===== config.mk =====
export PLATFORM = sky130hd
export DESIGN_NAME = xpf_ctrl
export DESIGN_NICKNAME = d
export VERILOG_FILES = /design/src/hw/rtl/xpf_pkg.sv /design/src/hw/rtl/xpf_ctrl.sv
export SDC_FILE = /design/constraint.sdc
export NUM_CORES = 1
export LEC_CHECK = 0
export BUFFER_PORTS_ARGS = -buffer_cell sky130_fd_sc_hd__buf_2
export CORE_UTILIZATION = 55
export CTS_BUF_LIST = sky130_fd_sc_hd__clkbuf_4 sky130_fd_sc_hd__clkbuf_8
export CTS_CLUSTER_SIZE = 28
export DETAILED_ROUTE_END_ITERATION = 8
export PLACE_DENSITY_LB_ADDON = 0.05
export SLEW_MARGIN = 0
export SYNTH_ARGS = -nofsm -noshare
export SYNTH_HDL_FRONTEND = slang
export SYNTH_SLANG_ARGS = --single-unit
export TNS_END_PERCENT = 10

===== constraint.sdc =====
create_clock -name clk -period 3 [get_ports clk]
set_input_delay 0.3 -clock clk [delete_from_list [all_inputs] [get_ports clk]]
set_output_delay 0.3 -clock clk [all_outputs]
set_load 0.01 [all_outputs]

===== src/hw/rtl/xpf_pkg.sv =====
// xpf_pkg: shared types and constants for the xor pair fec / retransmit engine
// used by xpf_ctrl, xpf_dp and the top level; no dependencies
package xpf_pkg;

  // field widths fixed by the interface
  localparam int SEQ_W  = 32;
  localparam int WI_W   = 5;
  localparam int DATA_W = 64;
  localparam int KIND_W = 2;

  // parameter defaults
  localparam int HISTORY_FRAMES_DEF  = 64;
  localparam int WORDS_PER_FRAME_DEF = 20;

  // parity beats carry the sequence with the top bit set
  localparam logic [SEQ_W-1:0] PARITY_FLAG = 32'h8000_0000;

  // result kind codes
  typedef enum logic [KIND_W-1:0] {
    KIND_FWD  = 2'd0,
    KIND_PAR  = 2'd1,
    KIND_RETX = 2'd2
  } kind_t;

  // commands from controller to datapath
  typedef struct packed {
    logic  capture;
    logic  clr_step;
    logic  upd;
    logic  cnt_clr;
    logic  cnt_inc;
    logic  out_load;
    kind_t out_kind;
    logic  out_last;
  } dp_cmd_t;

  // status from datapath to controller
  typedef struct packed {
    logic clr_last;
    logic is_nack;
    logic wi_oor;
    logic seq_odd;
    logic hit;
    logic cnt_last;
    logic out_free;
  } dp_sts_t;

endpackage


===== src/hw/rtl/xpf_ctrl.sv =====
// xpf_ctrl: sequencing state machine of the fec / retransmit engine
// depends on xpf_pkg; drives xpf_dp through dp_cmd_t, reads dp_sts_t
module xpf_ctrl import xpf_pkg::*; (
  input  logic    clk,
  input  logic    rst,
  input  logic    in_valid,
  output logic    in_ready,
  input  dp_sts_t sts,
  output dp_cmd_t cmd
);

  typedef enum logic [9:0] {
    S_CLEAR  = 10'b00_0000_0001,
    S_IDLE   = 10'b00_0000_0010,
    S_MOD1   = 10'b00_0000_0100,
    S_MOD2   = 10'b00_0000_1000,
    S_MOD3   = 10'b00_0001_0000,
    S_LOOK   = 10'b00_0010_0000,
    S_DECIDE = 10'b00_0100_0000,
    S_PARITY = 10'b00_1000_0000,
    S_RD     = 10'b01_0000_0000,
    S_EMIT   = 10'b10_0000_0000
  } state_t;

  state_t state, state_next;

  // state register
  always_ff @(posedge clk) begin
    if (rst) begin
      state <= S_CLEAR;
    end else begin
      state <= state_next;
    end
  end

  assign in_ready = (state == S_IDLE);

  // next state and commands
  always_comb begin
    state_next   = state;
    cmd          = '0;
    cmd.out_kind = KIND_FWD;
    unique case (state)
      S_CLEAR: begin
        cmd.clr_step = 1'b1;
        if (sts.clr_last) state_next = S_IDLE;
      end
      S_IDLE: begin
        if (in_valid) begin
          cmd.capture = 1'b1;
          state_next  = S_MOD1;
        end
      end
      S_MOD1: begin
        // out of range word: forward only, nothing stored
        if (!sts.is_nack && sts.wi_oor) begin
          if (sts.out_free) begin
            cmd.out_load = 1'b1;
            cmd.out_kind = KIND_FWD;
            cmd.out_last = 1'b1;
            state_next   = S_IDLE;
          end
        end else begin
          state_next = S_MOD2;
        end
      end
      S_MOD2: state_next = S_MOD3;
      S_MOD3: state_next = S_LOOK;
      S_LOOK: state_next = S_DECIDE;
      S_DECIDE: begin
        if (sts.is_nack) begin
          if (sts.hit) begin
            cmd.cnt_clr = 1'b1;
            state_next  = S_RD;
          end else begin
            state_next = S_IDLE;
          end
        end else if (sts.out_free) begin
          cmd.upd      = 1'b1;
          cmd.out_load = 1'b1;
          cmd.out_kind = KIND_FWD;
          cmd.out_last = !sts.seq_odd;
          state_next   = sts.seq_odd ? S_PARITY : S_IDLE;
        end
      end
      S_PARITY: begin
        if (sts.out_free) begin
          cmd.out_load = 1'b1;
          cmd.out_kind = KIND_PAR;
          cmd.out_last = 1'b1;
          state_next   = S_IDLE;
        end
      end
      S_RD: state_next = S_EMIT;
      S_EMIT: begin
        if (sts.out_free) begin
          cmd.out_load = 1'b1;
          cmd.out_kind = KIND_RETX;
          cmd.out_last = sts.cnt_last;
          cmd.cnt_inc  = 1'b1;
          state_next   = sts.cnt_last ? S_IDLE : S_RD;
        end
      end
      default: state_next = S_IDLE;
    endcase
  end

endmodule


# Word level (Yosys, flattened, before mapping)
# Cells that the tools add are included.
[op_classes]
eq_ne = 14
n_reduce_logical = 4
muxes = 27
[ops]
columns = ["operator", "count"]
rows = [
  ["$pmux 10 s10", 1],
  ["$mux 10", 7],
  ["$mux 4", 5],
  ["$mux 9", 2],
  ["$pmux 4 s4", 1],
  ["$eq 10x1->1 const B", 1],
  ["$eq 10x10->1 const B", 1],
  ["$eq 10x2->1 const B", 1],
  ["$eq 10x3->1 const B", 1],
  ["$eq 10x4->1 const B", 1],
  ["$eq 10x5->1 const B", 1],
  ["$eq 10x6->1 const B", 1],
  ["$eq 10x7->1 const B", 1],
  ["$eq 10x8->1 const B", 1],
  ["$eq 10x9->1 const B", 1],
  ["$mux 1", 8],
  ["$mux 8", 1],
  ["$ne 2x2->1 const B", 3],
  ["$mux 5", 1],
  ["$reduce_and 4->1", 1],
  ["$ne 3x3->1 const B", 1],
  ["$logic_not 1->1", 2],
  ["$mux 2", 1],
  ["$logic_and 1x1->1", 1],
]
[word_totals]
wordCells = 46
output_inout_bits = 10
ff_bits = 10

# Longest topological paths before layout
# Gate-level depths: netlist of the first run.
[depth]
word_depth = 4
ltp_mapped = 7
depth_no_buf = 5

# Worst setup path after synthesis of the first run
# No wires, ideal clock.
[synth_timing]
kind = "register to output"
from = "register state[2]"
to = "output cmd[0] in the netlist's numbering"
arrival_time_ns = 1.944
setup_slack_ns = 0.756
stages_incl_launch_ff = 8
path_cell_list = "dfxtp_1 buf_6 or4_4 buf_6 or3_4 nor3_2 nand2b_1 a311oi_1"
[synth_rtl]
columns = ["item", "line", "text"]
rows = [
  ["start, declared", "xpf_ctrl.sv:25", "state_t state, state_next;"],
  ["start signal, assigned", "xpf_ctrl.sv:32", "state <= state_next;"],
  ["end, declared", "xpf_ctrl.sv:9", "output dp_cmd_t cmd"],
]

==> flow_metrics.env, run 1 <==
export IMPL_synth_ff_type="dfxtp_1"
export IMPL_cts_buffers=3
export IMPL_worstPathRequired_ns=2.70
export IMPL_core_area_um2=1380
export IMPL_synth_cells=109
export IMPL_drt_wl_total_um=2330
export IMPL_gp_congestion=0.979
export IMPL_yosys_area_top_type_share_pct=23.2
export IMPL_numPortBuffers=19
export IMPL_ctsHtreeMaxLevel=1
export IMPL_antenna_left=0
export IMPL_hp_start="sts[6]"
export IMPL_worst_slew_pin_transition_ns=0.759
export IMPL_cts_tree="yes"
export IMPL_rr_startpoint="state[2]$_SDFFE_PP0P_"
export IMPL_synth_cell_types=46
export IMPL_clkSinkCount=10
export IMPL_relSlewSlack_pct=48.7
export IMPL_root_buffer="clkbuf_4"
export IMPL_ys_seq_elements=10
export IMPL_grt_pass1_vias=797
export IMPL_dieArea_um2=1730
export IMPL_switchingPower_mw=0.0930
export IMPL_firstDrtPassIters=4
export IMPL_slowest_stage="nor4b_1"
export IMPL_intPower_mw=0.235
export IMPL_yosysTopAreaCell="dfxtp_1"
export IMPL_clockBufferDepth=2
export IMPL_layout_common_cells="19 x buf_2, 10 x dfxtp_1"
export IMPL_sw_frac_of_total_pct=28.3
export IMPL_final_cell_area_um2=971
export IMPL_hold_viol=0
export IMPL_finalMaxSlewViolations=0
export IMPL_dieWidth_um=41.6
export IMPL_drtIter0Drc=54
export IMPL_layout_nets=135
export IMPL_final_common_cell="buf_2"
export IMPL_status="finished, final reports clean"
export IMPL_drt_drc_violations_left=0
export IMPL_ff2ff_path_depth=5
export IMPL_finalSetupViolCount=0
export IMPL_period_share_pct=92.7
export IMPL_start_util_pct=62.4
export IMPL_min_to="state[0]$_SDFFE_PP1P_"
export IMPL_post_cts_setup_buffers=0
export IMPL_hp_class="input port to flip-flop"
export IMPL_via_count=942
export IMPL_post_dp_hpwl_um=1730
export IMPL_critPathCaptureType="primary output"
export IMPL_ir_drop_mv=0.332
export IMPL_ys_seq_area_share_pct=23.2
export IMPL_top_regs="state (10)"
export IMPL_synth_edff_count=0
export IMPL_fin_skew_ns=0.000745
export IMPL_timing_fmax_mhz=360
export IMPL_path_max_fanout=9
export IMPL_r2r_setup_slack_ns=0.83
export IMPL_insertion_delay_ns=0.27
export IMPL_track_usage_pct=28.0
export IMPL_finalPower_mw=0.328
export IMPL_grt_overflow_total=0
export IMPL_synthArstFlopShare_pct=0
export IMPL_syn_avg_cell_area_um2=7.92
export IMPL_cts_clk_slew_worst_paths_ns=0.07
export IMPL_pwr_density_cell_nw_per_um2=338
export IMPL_r2r_end="state[8]$_SDFFE_PP0P_"
export IMPL_hold_path_depth=3
export IMPL_combPwrFrac_pct=18.6
export IMPL_path_delay_family="compound AO/OA/AOI/OAI gates"
export IMPL_p_seq_share_pct=43.3
export IMPL_slowest_delay_ns=0.67
export IMPL_maxCapViolations=0
export IMPL_area_growth_pct=12.5
export IMPL_critPathArrivalTime_ns=2.48
export IMPL_drive_gt1_share_pct=26.6
export IMPL_cp_start_kind="flip-flop"
export IMPL_crit_chain="nor4b_1, a22o_1, o21ba_1, o21ai_1, a311oi_1, buf_2"
export IMPL_ys_warn_count=0
export IMPL_grt_antenna_before_repair=0
export IMPL_tns_ns=0
export IMPL_n_antenna_cell=0
export IMPL_rows=13
export IMPL_dpl_cell_area_um2=928
export IMPL_grt_pass1_wl_um=3740
export IMPL_synthesis_nets=119
export IMPL_fin_crit_ns=2.78
export IMPL_p_leak_nw=0.385
export IMPL_clkPwrFrac_pct=38.1
export IMPL_die_h_um=41.6
export IMPL_syn_area_um2=863
export IMPL_timing_critical_path_buf_inv=1
export IMPL_largest_register="state"
export IMPL_grt_max_degree=11
export IMPL_worstSetupPathType="flip-flop to primary output"
export IMPL_wl_per_cell_um=16.8
export IMPL_largest_reg_flops=10
export IMPL_cp_startpoint="state[2]$_SDFFE_PP0P_"
export IMPL_rsz0062_at_grt="no"
export IMPL_fill_cells=118
export IMPL_synth_area_top_cells="dfxtp_1 23%, nor4_1 5.1%, nand2b_1 4.3%, nor2b_1 4.3%, nor3_1 3.5%"
export IMPL_boundaryPins=20
export IMPL_via_per_inst=6.78
==> cell type report <==
cell class              count  area [um2]  area share (%)
inverters                   3        11.3            1.16
multi-input cells          88         609            62.8
repair buffers             19        95.1            9.79
well taps                  15        18.8            1.93
flip-flops and latches     10         200            20.6
clock buffers               4        36.3            3.74
==> metrics by stage <==
| step | setup WS [ns] | instances | hold WS (ns) | util (%) |
|---|---|---|---|---|
| 2_1_floorplan | 0.756 | 109 | 0.372 | - |
| 3_3_place_gp | 0.622 | 135 | 0.530 | 67.1 |
| 3_5_place_dp | 0.546 | 135 | 0.540 | 67.1 |
| 4_1_cts | 0.215 | 139 | 0.284 | 69.8 |
| 5_1_grt | 0.137 | 139 | 0.310 | 70.2 |
| 6_report | 0.220 | 139 | 0.288 | 70.2 |
==> worst max path at each step <==
stage          depth (start not counted)  endpoint
2_1_floorplan                          7    cmd[0]
3_3_place_gp                           5    cmd[8]
3_5_place_dp                           5    cmd[8]
4_1_cts                                5    cmd[8]
5_1_grt                                6    cmd[0]
6_report                               6    cmd[0]
==> cells by family after synthesis <==
group / synth area share (%)
flops: 23.2
buf+inv: 6.96
simple gates: 41.3
compound gates: 26.5
xor+xnor: 2.03
==> Yosys cell counts (all sizes together), types with 4 or more instances <==
cell type,number
a21oi,4
buf,5
dfxtp,10
nand2,4
nand2b,6
nor2,6
nor2b,6
nor3,7
nor4,7
o21ai,6
==> power by group through the flow <==
stage | Combinational [mW] | Clock, mW | Sequential (mW)
floorplan | 0.0426 | 0 | 0.140
global placement | 0.0586 | 0 | 0.145
detailed placement | 0.0591 | 0 | 0.145
CTS | 0.0597 | 0.129 | 0.142
global route | 0.0669 | 0.131 | 0.143
finish | 0.0611 | 0.125 | 0.142
==> timing repair <==
action | 4_1_cts | 5_1_grt
hold buffers | 0 | 0
setup endpoints to repair | 0 | 1
gates resized for setup | 0 | 1
==> layer usage <==
layer,up-vias,track usage (%),part of all wire [%]
li1,450,-,-
met1,424,40.2,44
met2,63,40.3,44
met3,5,5.22,9.9
met4,0,12.3,1.3
met5,-,0,0
==> worst reg2reg max path, stage by stage (launching register included) <==
cell	delay, ns
dfxtp_1	0.50
nor4b_1	0.67
a22o_1	0.28
o21ba_1	0.13
o21ai_1	0.15
a221oi_2	0.34
Power figures use the tool's default switching activity.
==> run 2: changes to the inputs <==
Clock period 3 ns to 2.65 ns, I/O delays scaled along.
==> run 2 against run 1 <==
Clock power grew 10%; die area is the same; utilization grew 1.2 points; total power grew 13%; sequential share of layout area shrank 0.34 points; worst hold slack lost 0.028 ns; flip-flop and latch count is the same; register-to-register slack lost 0.25 ns; via count grew 0.53%; clock-buffer cell count is the same; sequential power grew 13%; setup slack lost 0.091 ns; largest cell class unchanged.
==> flow_metrics.env, run 2 (same netlist as run 1, synthesis figures left out) <==
export IMPL_root_buffer="clkbuf_4"
export IMPL_hold_viol=0
export IMPL_start_util_pct=62.4
export IMPL_grt_max_degree=11
export IMPL_grt_overflow_total=0
export IMPL_cts_resized=0
export IMPL_grt_pass1_wl_um=3640
export IMPL_area_growth_pct=14.3
export IMPL_boundaryPins=20
export IMPL_worstSetupPathType="flip-flop to primary output"
export IMPL_relSlewSlack_pct=63.5
export IMPL_placed_cells=138
export IMPL_rsz0062_at_grt="no"
export IMPL_top_regs="state (10)"
export IMPL_fin_crit_ns=2.52
export IMPL_track_usage_pct=26.7
export IMPL_post_dp_hpwl_um=1660
export IMPL_finalMaxSlewViolations=0
export IMPL_drtIter0Drc=40
export IMPL_pwr_density_cell_nw_per_um2=374
export IMPL_layout_nets=138
export IMPL_multiInputGateArea_um2=603
export IMPL_clockBufferDepth=2
export IMPL_n_antenna_cell=0
export IMPL_ctsHtreeMaxLevel=1
export IMPL_status="finished, final reports clean"
export IMPL_via_count=947
export IMPL_wl_per_cell_um=15.4
export IMPL_gp_congestion=0.927
export IMPL_hp_class="input port to flip-flop"
export IMPL_tns_ns=0
export IMPL_largest_reg_flops=10
export IMPL_period_share_pct=95.1
export IMPL_drt_wl_total_um=2190
export IMPL_dieArea_um2=1730
export IMPL_numPortBuffers=19
export IMPL_path_max_fanout=9
export IMPL_clkSinkCount=10
export IMPL_maxCapViolations=0
export IMPL_rows=13
export IMPL_worstPathRequired_ns=2.38
export IMPL_worst_slew_pin_transition_ns=0.543
export IMPL_antenna_left=0
export IMPL_p_leak_nw=0.399
export IMPL_dieWidth_um=41.6
export IMPL_final_common_cell="buf_2"
export IMPL_register_area_um2=200
export IMPL_insertion_delay_ns=0.27
export IMPL_ir_drop_mv=0.282
export IMPL_drive_gt1_share_pct=27.6
export IMPL_finalPower_mw=0.370
export IMPL_die_h_um=41.6
export IMPL_cts_buffers=3
export IMPL_critPathArrivalTime_ns=2.26
export IMPL_post_cts_setup_buffers=0
export IMPL_via_per_inst=6.67
export IMPL_drt_drc_violations_left=0
export IMPL_cts_tree="yes"
export IMPL_final_cell_area_um2=987
export IMPL_core_area_um2=1380
export IMPL_layout_common_cells="19 x buf_2, 10 x dfxtp_1, 7 x nor4_1"
export IMPL_dpl_cell_area_um2=951
export IMPL_cts_hold_buffers=0
export IMPL_largest_register="state"
export IMPL_firstDrtPassIters=4
export IMPL_grt_pass1_vias=819
export IMPL_finalSetupViolCount=0
export IMPL_instances_no_fill=142
export IMPL_timing_fmax_mhz=397
export IMPL_fill_cells=124
export IMPL_cp_start_kind="flip-flop"
export IMPL_grt_antenna_before_repair=0
export IMPL_fin_skew_ns=0.00824
export IMPL_critPathCaptureType="primary output"
export IMPL_cts_clk_slew_worst_paths_ns=0.07
run 2: worst max-delay path, cell delays in order, from the launching register on:
cell and delay [ns]:
dfxtp_1 0.37, or4_4 0.60, nor2_1 0.21, o21ba_1 0.17, o21ai_1 0.17, a311oi_1 0.30, buf_2 0.17
run 2: area by class of cell:
class,count,area share [%]
clock buffers,4,3.68
inverters,3,1.14
multi-input cells,88,61.1
flip-flops and latches,10,20.3
well taps,15,1.90
repair buffers,22,11.9
run 2: worst paths after layout:
check | from | to | slack, ns | cells after the start
worst max-delay path | state[8]$_SDFFE_PP0P_ | cmd[0] | 0.13 | 6
worst min-delay path | sts[6] | state[0]$_SDFFE_PP1P_ | 0.26 | 3
worst min register to register | state[4]$_SDFFE_PP0P_ | state[5]$_SDFFE_PP0P_ | 0.53 | 2
worst max register to register | state[1]$_SDFFE_PP0P_ | state[1]$_SDFFE_PP0P_ | 0.58 | 5
run 2: power breakdown:
group	internal (mW)	switching [mW]
combinational	0.0312	0.0390
clock	0.0835	0.0550
sequential	0.154	0.00744
run 2: routing by layer:
metal	part of all wire, %	track usage [%]	vias up
met1	43	38.4	409
met3	9.2	4.35	15
li1	-	-	458
met5	0	0	-
met2	43	37.5	65
met4	3.9	14.2	0
run 2: metrics by stage:
step	worst slack (ns)	hold slack, ns	utilization [%]
global placement	0.504	0.518	68.8
detailed placement	0.465	0.524	68.8
floorplan	0.441	0.337	-
CTS	0.180	0.258	71.4
global route	0.0308	0.267	71.4
finish	0.130	0.260	71.4
